### config.mk
export PLATFORM = sky130hd
export DESIGN_NAME = smoothed_level_trend_classifier_top
export DESIGN_NICKNAME = d
export VERILOG_FILES = /design/src/rtl/slt_pkg.sv /design/src/rtl/slt_front.sv /design/src/rtl/slt_queue.sv /design/src/rtl/slt_back.sv /design/src/rtl/smoothed_level_trend_classifier_top.sv
export SDC_FILE = /design/constraint.sdc
export NUM_CORES = 1
export LEC_CHECK = 0
export BUFFER_PORTS_ARGS = -buffer_cell sky130_fd_sc_hd__buf_2
export CORE_ASPECT_RATIO = 0.5
export CORE_MARGIN = 2
export CORE_UTILIZATION = 50
export CTS_CLUSTER_SIZE = 8
export DETAILED_ROUTE_END_ITERATION = 8
export GPL_ROUTABILITY_DRIVEN = 0
export PLACE_DENSITY_LB_ADDON = 0.3
export SYNTH_ARGS = -nofsm -noshare
export SYNTH_HDL_FRONTEND = slang
export SYNTH_SLANG_ARGS = --single-unit
### constraint.sdc
create_clock -name clk -period 24.1 [get_ports clk]
set_input_delay 0 -clock clk [delete_from_list [all_inputs] [get_ports clk]]
set_output_delay 0 -clock clk [all_outputs]
set_load 0.02 [all_outputs]
### src/rtl/slt_pkg.sv
`timescale 1ns / 1ps
`default_nettype none
// ----------------------------------------------------------------------------
// slt_pkg: shared types and constants of the smoothed level trend classifier
// Register map, class codes, configuration record and per-request flags.
// ----------------------------------------------------------------------------
package slt_pkg;

    // Register indexes (byte address = 4 * index)
    localparam int          REG_ADDR_BITS = 4;
    localparam logic [1:0]  REG_WINDOW    = 2'd0;
    localparam logic [1:0]  REG_ALERT     = 2'd1;
    localparam logic [1:0]  REG_REST      = 2'd2;
    localparam logic [1:0]  REG_JUMP      = 2'd3;

    // Register reset values
    localparam logic [3:0]         WINDOW_RESET = 4'd5;
    localparam logic signed [15:0] ALERT_RESET  = 16'sd70;
    localparam logic signed [15:0] REST_RESET   = 16'sd30;
    localparam logic [15:0]        JUMP_RESET   = 16'd1;

    // Level class codes
    localparam logic [1:0] LEVEL_NORMAL = 2'd0;
    localparam logic [1:0] LEVEL_ALERT  = 2'd1;
    localparam logic [1:0] LEVEL_REST   = 2'd2;

    // Trend class codes
    localparam logic [1:0] TREND_NONE = 2'd0;
    localparam logic [1:0] TREND_RISE = 2'd1;
    localparam logic [1:0] TREND_FALL = 2'd2;

    // Quotient bits resolved per divider cycle
    localparam int DIV_RADIX_BITS = 8;

    typedef struct packed {
        logic [3:0]         window_length;
        logic signed [15:0] alert_level;
        logic signed [15:0] rest_level;
        logic [15:0]        jump_level;
    } cfg_t;

    typedef struct packed {
        logic first;   // first request of a record
        logic last;    // last request of a record
    } item_flags_t;

endpackage
`default_nettype wire

### src/rtl/slt_front.sv
`timescale 1ns / 1ps
`default_nettype none
// ----------------------------------------------------------------------------
// slt_front: history ring and window accumulator
// Accepts a sample request, stores it in the ring and sums the most recent
// n samples of the record, one ring entry per cycle, then hands the sum on.
// ----------------------------------------------------------------------------
module slt_front #(
    parameter int MAX_WINDOW  = 8,
    parameter int SAMPLE_BITS = 16,
    parameter int PTR_W       = $clog2(MAX_WINDOW),
    parameter int CNT_W       = $clog2(MAX_WINDOW + 1),
    parameter int SUM_W       = SAMPLE_BITS + $clog2(MAX_WINDOW)
) (
    input  wire                        clk,
    input  wire                        rst_n,
    input  slt_pkg::cfg_t              cfg,
    input  wire                        in_valid,
    output logic                       in_ready,
    input  wire [SAMPLE_BITS-1:0]      in_sample,
    input  wire                        in_last,
    output logic                       push_valid,
    input  wire                        push_ready,
    output logic signed [SUM_W-1:0]    push_sum,
    output logic [CNT_W-1:0]           push_count,
    output slt_pkg::item_flags_t       push_flags
);
    import slt_pkg::*;

    typedef enum logic [2:0] {
        F_IDLE = 3'b001,
        F_SUM  = 3'b010,
        F_PUSH = 3'b100
    } front_state_t;

    front_state_t             state_reg, state_next;
    logic [SAMPLE_BITS-1:0]   ring_reg [MAX_WINDOW];
    logic [PTR_W-1:0]         wp_reg, wp_next;
    logic [PTR_W-1:0]         rd_reg, rd_next;
    logic [CNT_W-1:0]         fill_reg, fill_next;
    logic [CNT_W-1:0]         cnt_reg, cnt_next;
    logic [CNT_W-1:0]         n_reg, n_next;
    logic signed [SUM_W-1:0]  acc_reg, acc_next;
    item_flags_t              flags_reg, flags_next;

    logic [CNT_W-1:0]         win;
    logic [CNT_W-1:0]         fill_inc;
    logic [CNT_W-1:0]         n_cur;
    logic                     accept;

    assign accept   = in_valid && in_ready;
    assign in_ready = (state_reg == F_IDLE);

    // clamp the window to 1..MAX_WINDOW
    always_comb
    begin
        if (cfg.window_length == 4'd0)
        begin
            win = CNT_W'(1);
        end
        else if (int'(cfg.window_length) > MAX_WINDOW)
        begin
            win = CNT_W'(MAX_WINDOW);
        end
        else
        begin
            win = CNT_W'(cfg.window_length);
        end
    end

    assign fill_inc = (fill_reg < CNT_W'(MAX_WINDOW)) ? fill_reg + CNT_W'(1) : fill_reg;
    assign n_cur    = (fill_inc < win) ? fill_inc : win;

    always_comb
    begin
        state_next = state_reg;
        wp_next    = wp_reg;
        rd_next    = rd_reg;
        fill_next  = fill_reg;
        cnt_next   = cnt_reg;
        n_next     = n_reg;
        acc_next   = acc_reg;
        flags_next = flags_reg;
        unique case (state_reg)
            F_IDLE:
            begin
                if (accept)
                begin
                    rd_next          = wp_reg;
                    wp_next          = (in_last || wp_reg == PTR_W'(MAX_WINDOW - 1)) ?
                                       '0 : wp_reg + PTR_W'(1);
                    fill_next        = in_last ? '0 : fill_inc;
                    cnt_next         = n_cur;
                    n_next           = n_cur;
                    acc_next         = '0;
                    flags_next.first = (fill_reg == '0);
                    flags_next.last  = in_last;
                    state_next       = F_SUM;
                end
            end
            F_SUM:
            begin
                // walk back from the newest entry
                acc_next = acc_reg + SUM_W'($signed(ring_reg[rd_reg]));
                rd_next  = (rd_reg == '0) ? PTR_W'(MAX_WINDOW - 1) : rd_reg - PTR_W'(1);
                cnt_next = cnt_reg - CNT_W'(1);
                if (cnt_reg == CNT_W'(1))
                begin
                    state_next = F_PUSH;
                end
            end
            F_PUSH:
            begin
                if (push_ready)
                begin
                    state_next = F_IDLE;
                end
            end
            default:
            begin
                state_next = F_IDLE;
            end
        endcase
    end

    always_ff @(posedge clk or negedge rst_n)
    begin
        if (!rst_n)
        begin
            state_reg <= F_IDLE;
            wp_reg    <= '0;
            rd_reg    <= '0;
            fill_reg  <= '0;
            cnt_reg   <= '0;
        end
        else
        begin
            state_reg <= state_next;
            wp_reg    <= wp_next;
            rd_reg    <= rd_next;
            fill_reg  <= fill_next;
            cnt_reg   <= cnt_next;
        end
    end

    always_ff @(posedge clk)
    begin
        n_reg     <= n_next;
        acc_reg   <= acc_next;
        flags_reg <= flags_next;
        if (accept)
        begin
            ring_reg[wp_reg] <= in_sample;
        end
    end

    assign push_valid = (state_reg == F_PUSH);
    assign push_sum   = acc_reg;
    assign push_count = n_reg;
    assign push_flags = flags_reg;

endmodule
`default_nettype wire

### src/rtl/slt_queue.sv
`timescale 1ns / 1ps
`default_nettype none
// ----------------------------------------------------------------------------
// slt_queue: two-entry request queue
// Decouples the accumulator from the divider and classifier.
// ----------------------------------------------------------------------------
module slt_queue #(
    parameter int WIDTH = 8
) (
    input  wire              clk,
    input  wire              rst_n,
    input  wire              in_valid,
    output logic             in_ready,
    input  wire [WIDTH-1:0]  in_data,
    output logic             out_valid,
    input  wire              out_ready,
    output logic [WIDTH-1:0] out_data
);
    logic [WIDTH-1:0] mem_reg [2];
    logic             wr_reg, wr_next;
    logic             rd_reg, rd_next;
    logic [1:0]       count_reg, count_next;
    logic             push;
    logic             pop;

    assign in_ready  = (count_reg != 2'd2);
    assign out_valid = (count_reg != 2'd0);
    assign out_data  = mem_reg[rd_reg];
    assign push      = in_valid && in_ready;
    assign pop       = out_valid && out_ready;

    always_comb
    begin
        wr_next    = push ? ~wr_reg : wr_reg;
        rd_next    = pop ? ~rd_reg : rd_reg;
        count_next = count_reg + 2'(push) - 2'(pop);
    end

    always_ff @(posedge clk or negedge rst_n)
    begin
        if (!rst_n)
        begin
            wr_reg    <= 1'b0;
            rd_reg    <= 1'b0;
            count_reg <= 2'd0;
        end
        else
        begin
            wr_reg    <= wr_next;
            rd_reg    <= rd_next;
            count_reg <= count_next;
        end
    end

    always_ff @(posedge clk)
    begin
        if (push)
        begin
            mem_reg[wr_reg] <= in_data;
        end
    end

endmodule
`default_nettype wire

### src/rtl/slt_back.sv
`timescale 1ns / 1ps
`default_nettype none
// ----------------------------------------------------------------------------
// slt_back: divider, slope and classifier
// Divides the window sum by the sample count (truncating toward zero),
// forms the slope against the previous average and classes the result.
// ----------------------------------------------------------------------------
module slt_back #(
    parameter int MAX_WINDOW  = 8,
    parameter int SAMPLE_BITS = 16,
    parameter int CNT_W       = $clog2(MAX_WINDOW + 1),
    parameter int SUM_W       = SAMPLE_BITS + $clog2(MAX_WINDOW)
) (
    input  wire                          clk,
    input  wire                          rst_n,
    input  slt_pkg::cfg_t                cfg,
    input  wire                          in_valid,
    output logic                         in_ready,
    input  wire signed [SUM_W-1:0]       in_sum,
    input  wire [CNT_W-1:0]              in_count,
    input  slt_pkg::item_flags_t         in_flags,
    output logic                         out_valid,
    input  wire                          out_ready,
    output logic signed [SAMPLE_BITS-1:0] out_smoothed,
    output logic signed [SAMPLE_BITS:0]  out_slope,
    output logic [1:0]                   out_level,
    output logic [1:0]                   out_trend,
    output logic                         out_report,
    output logic                         out_last
);
    import slt_pkg::*;

    localparam int RB    = DIV_RADIX_BITS;
    localparam int STEPS = (SUM_W + RB - 1) / RB;
    localparam int DW    = STEPS * RB;
    localparam int STW   = $clog2(STEPS + 1);
    localparam int LW    = (SAMPLE_BITS > 16) ? SAMPLE_BITS : 16;
    localparam int CW    = (SAMPLE_BITS + 2 > 18) ? SAMPLE_BITS + 2 : 18;

    typedef enum logic [2:0] {
        B_IDLE = 3'b001,
        B_DIV  = 3'b010,
        B_DONE = 3'b100
    } back_state_t;

    back_state_t                  state_reg, state_next;
    logic [DW-1:0]                quo_reg, quo_next;
    logic [CNT_W:0]               rem_reg, rem_next;
    logic [CNT_W-1:0]             div_reg;
    logic                         neg_reg;
    logic [STW-1:0]               steps_reg, steps_next;
    item_flags_t                  flags_reg;
    logic signed [SAMPLE_BITS-1:0] prev_reg;
    logic                         out_valid_reg;
    logic signed [SAMPLE_BITS-1:0] smoothed_reg;
    logic signed [SAMPLE_BITS:0]  slope_reg;
    logic [1:0]                   level_reg;
    logic [1:0]                   trend_reg;
    logic                         report_reg;
    logic                         last_reg;

    logic                         load;
    logic                         emit;
    logic [SUM_W-1:0]             mag;
    logic [DW-1:0]                q_step;
    logic [CNT_W:0]               r_step;
    logic [SAMPLE_BITS-1:0]       q_mag;
    logic signed [SAMPLE_BITS-1:0] smoothed;
    logic signed [SAMPLE_BITS:0]  slope;
    logic signed [LW-1:0]         sm_w;
    logic signed [CW-1:0]         slope_w;
    logic signed [CW-1:0]         jump_w;
    logic [1:0]                   level;
    logic [1:0]                   trend;

    assign in_ready = (state_reg == B_IDLE);
    assign load     = in_valid && in_ready;
    assign emit     = (state_reg == B_DONE) && (!out_valid_reg || out_ready);
    assign mag      = in_sum[SUM_W-1] ? (~in_sum + SUM_W'(1)) : in_sum;

    // restoring division, RB quotient bits per cycle
    always_comb
    begin
        r_step = rem_reg;
        q_step = quo_reg;
        for (int j = 0; j < RB; j++)
        begin
            r_step = {r_step[CNT_W-1:0], q_step[DW-1]};
            q_step = {q_step[DW-2:0], 1'b0};
            if (r_step >= {1'b0, div_reg})
            begin
                r_step    = r_step - {1'b0, div_reg};
                q_step[0] = 1'b1;
            end
        end
    end

    always_comb
    begin
        q_mag    = quo_reg[SAMPLE_BITS-1:0];
        smoothed = neg_reg ? $signed(~q_mag + SAMPLE_BITS'(1)) : $signed(q_mag);
        slope    = flags_reg.first ? '0 :
                   (SAMPLE_BITS+1)'(smoothed) - (SAMPLE_BITS+1)'(prev_reg);
        sm_w     = LW'(smoothed);
        slope_w  = CW'(slope);
        jump_w   = CW'($signed({1'b0, cfg.jump_level}));

        priority if (sm_w > LW'(cfg.alert_level))
        begin
            level = LEVEL_ALERT;
        end
        else if (sm_w < LW'(cfg.rest_level))
        begin
            level = LEVEL_REST;
        end
        else
        begin
            level = LEVEL_NORMAL;
        end

        priority if (slope_w > jump_w)
        begin
            trend = TREND_RISE;
        end
        else if (slope_w < -jump_w)
        begin
            trend = TREND_FALL;
        end
        else
        begin
            trend = TREND_NONE;
        end
    end

    always_comb
    begin
        state_next = state_reg;
        quo_next   = quo_reg;
        rem_next   = rem_reg;
        steps_next = steps_reg;
        unique case (state_reg)
            B_IDLE:
            begin
                if (load)
                begin
                    quo_next   = DW'(mag);
                    rem_next   = '0;
                    steps_next = STW'(STEPS);
                    state_next = B_DIV;
                end
            end
            B_DIV:
            begin
                quo_next   = q_step;
                rem_next   = r_step;
                steps_next = steps_reg - STW'(1);
                if (steps_reg == STW'(1))
                begin
                    state_next = B_DONE;
                end
            end
            B_DONE:
            begin
                if (emit)
                begin
                    state_next = B_IDLE;
                end
            end
            default:
            begin
                state_next = B_IDLE;
            end
        endcase
    end

    always_ff @(posedge clk or negedge rst_n)
    begin
        if (!rst_n)
        begin
            state_reg     <= B_IDLE;
            steps_reg     <= '0;
            prev_reg      <= '0;
            out_valid_reg <= 1'b0;
        end
        else
        begin
            state_reg <= state_next;
            steps_reg <= steps_next;
            if (emit)
            begin
                // drop the history at record end
                prev_reg      <= flags_reg.last ? '0 : smoothed;
                out_valid_reg <= 1'b1;
            end
            else if (out_ready)
            begin
                out_valid_reg <= 1'b0;
            end
        end
    end

    always_ff @(posedge clk)
    begin
        quo_reg <= quo_next;
        rem_reg <= rem_next;
        if (load)
        begin
            div_reg   <= in_count;
            neg_reg   <= in_sum[SUM_W-1];
            flags_reg <= in_flags;
        end
        if (emit)
        begin
            smoothed_reg <= smoothed;
            slope_reg    <= slope;
            level_reg    <= level;
            trend_reg    <= trend;
            report_reg   <= (level != LEVEL_NORMAL) || (trend != TREND_NONE);
            last_reg     <= flags_reg.last;
        end
    end

    assign out_valid    = out_valid_reg;
    assign out_smoothed = smoothed_reg;
    assign out_slope    = slope_reg;
    assign out_level    = level_reg;
    assign out_trend    = trend_reg;
    assign out_report   = report_reg;
    assign out_last     = last_reg;

endmodule
`default_nettype wire

### src/rtl/smoothed_level_trend_classifier_top.sv
`timescale 1ns / 1ps
`default_nettype none
// ----------------------------------------------------------------------------
// smoothed_level_trend_classifier_top: moving average with level and trend
//
//   channel | handshake              | payload
//   --------+------------------------+-------------------------------------
//   s_*     | s_tvalid / s_tready    | s_tdata sample, s_tlast record end
//   m_*     | m_tvalid / m_tready    | m_tdata smoothed+slope, m_tuser
//           |                        | level/trend/report, m_tlast
//   apb     | psel, penable, pready  | paddr, pwdata, prdata
//
// The accumulator reads one ring entry per cycle for the n most recent samples,
// n being the active window (1 to MAX_WINDOW). The accumulator and the divider
// each take one request at a time; the two run concurrently through a two-entry
// queue, so the accumulator can take a new request while the divider works on
// the previous one. Reset is asynchronous; the ring needs no clearing. A stalled
// output holds the divider, then the queue, then s_tready.
// ----------------------------------------------------------------------------
module smoothed_level_trend_classifier_top #(
    parameter int MAX_WINDOW  = 8,
    parameter int SAMPLE_BITS = 16,
    localparam int IN_W       = ((SAMPLE_BITS + 7) / 8) * 8,
    localparam int OUT_W      = ((2 * SAMPLE_BITS + 1 + 7) / 8) * 8
) (
    input  wire                              clk,
    input  wire                              rst_n,
    input  wire                              s_tvalid,
    output logic                             s_tready,
    input  wire [IN_W-1:0]                   s_tdata,  // sample_value
    input  wire                              s_tlast,
    output logic                             m_tvalid,
    input  wire                              m_tready,
    output logic [OUT_W-1:0]                 m_tdata,  // smoothed_value, slope_value
    output logic [4:0]                       m_tuser,  // level_class, trend_class, report_flag
    output logic                             m_tlast,
    input  wire                              psel,
    input  wire                              penable,
    input  wire                              pwrite,
    input  wire [slt_pkg::REG_ADDR_BITS-1:0] paddr,
    input  wire [31:0]                       pwdata,
    output logic [31:0]                      prdata,
    output logic                             pready
);
    import slt_pkg::*;

    localparam int CNT_W = $clog2(MAX_WINDOW + 1);
    localparam int SUM_W = SAMPLE_BITS + $clog2(MAX_WINDOW);
    localparam int FLG_W = $bits(item_flags_t);
    localparam int Q_W   = SUM_W + CNT_W + FLG_W;

    cfg_t                          cfg_reg;
    logic [1:0]                    reg_idx;
    logic                          cfg_write;

    logic                          f_valid;
    logic                          f_ready;
    logic signed [SUM_W-1:0]       f_sum;
    logic [CNT_W-1:0]              f_count;
    item_flags_t                   f_flags;

    logic                          q_valid;
    logic                          q_ready;
    logic [Q_W-1:0]                q_data;

    logic signed [SAMPLE_BITS-1:0] smoothed;
    logic signed [SAMPLE_BITS:0]   slope;
    logic [1:0]                    level;
    logic [1:0]                    trend;
    logic                          report;

    // configuration registers
    assign pready    = 1'b1;
    assign reg_idx   = paddr[3:2];
    assign cfg_write = psel && penable && pwrite && pready;

    always_ff @(posedge clk or negedge rst_n)
    begin
        if (!rst_n)
        begin
            cfg_reg.window_length <= WINDOW_RESET;
            cfg_reg.alert_level   <= ALERT_RESET;
            cfg_reg.rest_level    <= REST_RESET;
            cfg_reg.jump_level    <= JUMP_RESET;
        end
        else if (cfg_write)
        begin
            unique case (reg_idx)
                REG_WINDOW: cfg_reg.window_length <= pwdata[3:0];
                REG_ALERT:  cfg_reg.alert_level   <= $signed(pwdata[15:0]);
                REG_REST:   cfg_reg.rest_level    <= $signed(pwdata[15:0]);
                REG_JUMP:   cfg_reg.jump_level    <= pwdata[15:0];
                default:    cfg_reg.window_length <= cfg_reg.window_length;
            endcase
        end
    end

    always_comb
    begin
        unique case (reg_idx)
            REG_WINDOW: prdata = 32'(cfg_reg.window_length);
            REG_ALERT:  prdata = 32'(cfg_reg.alert_level);
            REG_REST:   prdata = 32'(cfg_reg.rest_level);
            REG_JUMP:   prdata = 32'(cfg_reg.jump_level);
            default:    prdata = '0;
        endcase
    end

    slt_front #(
        .MAX_WINDOW  (MAX_WINDOW),
        .SAMPLE_BITS (SAMPLE_BITS)
    ) u_front (
        .clk        (clk),
        .rst_n      (rst_n),
        .cfg        (cfg_reg),
        .in_valid   (s_tvalid),
        .in_ready   (s_tready),
        .in_sample  (s_tdata[SAMPLE_BITS-1:0]),
        .in_last    (s_tlast),
        .push_valid (f_valid),
        .push_ready (f_ready),
        .push_sum   (f_sum),
        .push_count (f_count),
        .push_flags (f_flags)
    );

    slt_queue #(
        .WIDTH (Q_W)
    ) u_queue (
        .clk       (clk),
        .rst_n     (rst_n),
        .in_valid  (f_valid),
        .in_ready  (f_ready),
        .in_data   ({f_flags, f_count, f_sum}),
        .out_valid (q_valid),
        .out_ready (q_ready),
        .out_data  (q_data)
    );

    slt_back #(
        .MAX_WINDOW  (MAX_WINDOW),
        .SAMPLE_BITS (SAMPLE_BITS)
    ) u_back (
        .clk          (clk),
        .rst_n        (rst_n),
        .cfg          (cfg_reg),
        .in_valid     (q_valid),
        .in_ready     (q_ready),
        .in_sum       ($signed(q_data[SUM_W-1:0])),
        .in_count     (q_data[SUM_W +: CNT_W]),
        .in_flags     (item_flags_t'(q_data[Q_W-1 -: FLG_W])),
        .out_valid    (m_tvalid),
        .out_ready    (m_tready),
        .out_smoothed (smoothed),
        .out_slope    (slope),
        .out_level    (level),
        .out_trend    (trend),
        .out_report   (report),
        .out_last     (m_tlast)
    );

    assign m_tdata = OUT_W'({slope, smoothed});
    assign m_tuser = {report, trend, level};

endmodule
`default_nettype wire
==> impl_results.md <==
- Total core area: 39,300 um^2
- CP Capture Type: flop
- Die Footprint: 42,000 um^2
- Worst skew pair latency: 0.59 ns
- Synth top area cells: edfxtp_1 41%, dfrtp_1 10%, ha_1 9.1%, mux4_2 4.0%, o21ai_0 3.4%
- DRC violations left: 0
- CP peak stage delay: 0.72 ns
- Startpoint types: flop
- Drt wl/cell: 17.6 um
- Main synth FF type: edfxtp_1
- Final Hold Fails: 0
- Commonest cells in the netlist: 277 x edfxtp_1, 147 x ha_1, 137 x o21ai_0
- GRT Total Usage: 0.204
- TritonCTS clock tree: built
- Post-synth EDFFs: 277
- Unrepaired setup endpoints after global routing: no
- Max Root-Sink Buffers: 3
- Die height: 146 um
- Max Fclk: 73.1 MHz
- Mean post-synth cell area: 12.0 um^2
- Post-synth top area cell: edfxtp_1
- Share of cells above drive strength 1: 0.173
- WP data arrival: 13.95 ns
- Clk sink count: 372
- Starting Density: 0.512
- Slew Viols, Final: 0
- Max_slew headroom: 0.238
- WL final: 42.4 mm
- Largest net degree at the start of global routing: 56
- Crit path required time: 24.37 ns
- Sequential area share after synthesis: 0.532
- Critical Path Most Common Cell: a21o_1
- Ys async rst share: 0.255
- Clock Tree Root: clkbuf_16
- Top-area cell type share of the netlist area: 0.413
- Ys Warns: 0
- Crit share post-route: 0.568
- HPWL after DPL: 29.2 mm
- Worst Path Max Fanout: 15
- Post-Syn Instances: 1,682
- Cell variety after synth: 77
- Max-Cap Viols: 0
- Final Util: 0.588
- Slowest-stage cell, CP: edfxtp_1
- Clock-pin slew on the worst setup and hold paths: 0.06 ns
- Drt via density: 5.47
- #FFs+latches synth: 372
- CTS HTree Levels: 2
- Area Overhead vs Synth: 14.8%
- Port Buffers: 114
- Final nets: 2,063
- Hold Path Class: in -> reg
- Largest register FFs: 128
- Status: finished, final reports clean
- Die W: 288 um
- Setup TNS: 0 ns
- 1st-iter DRT viols: 872
- Post-Syn Area: 20,100 um^2
- First-pass GRT wire length: 68.4 mm
- # fillers: 3,198
- Routed via count: 13,147
- Total grt overflow: 0
- Initial antenna violation count: 0
- CTS buffer count: 52
- Pre-Repair DR Iteration Count: 5
- Final min period: 13.68 ns
- # rows: 51
- Ant diodes: 0
- Final ANT Viol Nets: 0
- Most frequent cell after synthesis: edfxtp_1
- Slew @ Worst Pin: 1.14 ns
- Final setup viols: 0
- Io pins: 141
- Vias in the first global route: 12,837
- Setup CP Type: reg -> reg
- Setup Skew: 0.0516 ns
-- kinds of logic after synthesis --
kind of cell | Yosys count | synth area share
compound gates | 328 | 0.101
simple gates | 423 | 0.103
mux | 116 | 0.0841
buf+inv | 202 | 0.0422
xor+xnor | 82 | 0.0357
flops | 372 | 0.532
fa+ha+maj | 157 | 0.101
other cells | 2 | 0.000373
-- cells in the final DEF (no fill, tap or decap), types with 19 or more instances in the layout --
master / n
nor2_1: 99
mux2_2: 49
a21oi_1: 65
o21ai_0: 137
ha_1: 147
xor2_1: 25
mux4_2: 36
inv_1: 130
clkbuf_1: 26
xnor2_1: 57
edfxtp_1: 277
nand2b_1: 45
nand2_1: 115
buf_4: 22
mux2i_1: 28
buf_2: 113
nor3_1: 35
nor2b_1: 27
dlygate4sd3_1: 38
nand3_1: 19
a21o_1: 30
dfrtp_1: 82
clkbuf_16: 53
-- worst max-delay path, delay by kind of cell, from the launching register on --
kind	cells	cell delay [ns]
compound gates	29	5.63
fa+ha+maj	8	2.53
mux	6	1.92
simple gates	12	1.72
buf+inv	5	0.79
flops	1	0.72
-- metal layers --
layer | track usage | up-vias | wire, um
met1 | 0.298 | 6346 | 20100
met4 | 0.0464 | 0 | 805
met3 | 0.0326 | 68 | 1950
met5 | 0 | - | 0
met2 | 0.321 | 304 | 19600
li1 | - | 6429 | -
-- through the flow --
step	instances	instance area, um^2	worst slack, ns	hold slack [ns]
2_1_floorplan	1688	20200	12.22	-0.296
3_3_place_gp	2284	21200	10.58	0.0486
3_5_place_dp	2284	21200	10.50	0.0499
4_1_cts	2404	23100	10.43	0.0345
5_1_grt	2404	23100	9.37	0.140
6_report	2404	23100	10.42	0.0692
-- what timing repair did --
item	in CTS	in global routing
endpoints found under the setup margin	0	0
hold buffers	38	0
hold endpoints to repair	234	0
gates resized for setup	0	0
setup buffers	0	0
-- final cells by class --
class	count	area, um^2	share of cell area
clock buffer	79	1420	0.0616
clock inverter	3	90.1	0.00390
inverter	133	499	0.0216
multi-input combinational	1114	8630	0.373
sequential	372	10700	0.463
tap	530	663	0.0287
timing repair buffer	173	1110	0.0480
-- path summary, 6_finish.rpt --
path | start | to | slack (ns) | depth (start not counted)
max | u_back.div_reg[1] | u_back.rem_reg[1] | 10.42 | 60
min | penable | cfg_reg[51] | 0.07 | 5
max reg2reg | u_back.div_reg[1] | u_back.rem_reg[1] | 10.42 | 60
min reg2reg | u_front.push_flags[1] | u_queue.mem_reg[0][24] | 0.44 | 0
max in group asynchronous | rst_n | u_front.rd_reg[0] | 21.92 | 4
min in group asynchronous | rst_n | u_back.prev_reg[8] | 0.43 | 3
Power is left out: the tool's default activity adds up to more than one toggle a clock period on the data nets, which glitch-free logic cannot reach.
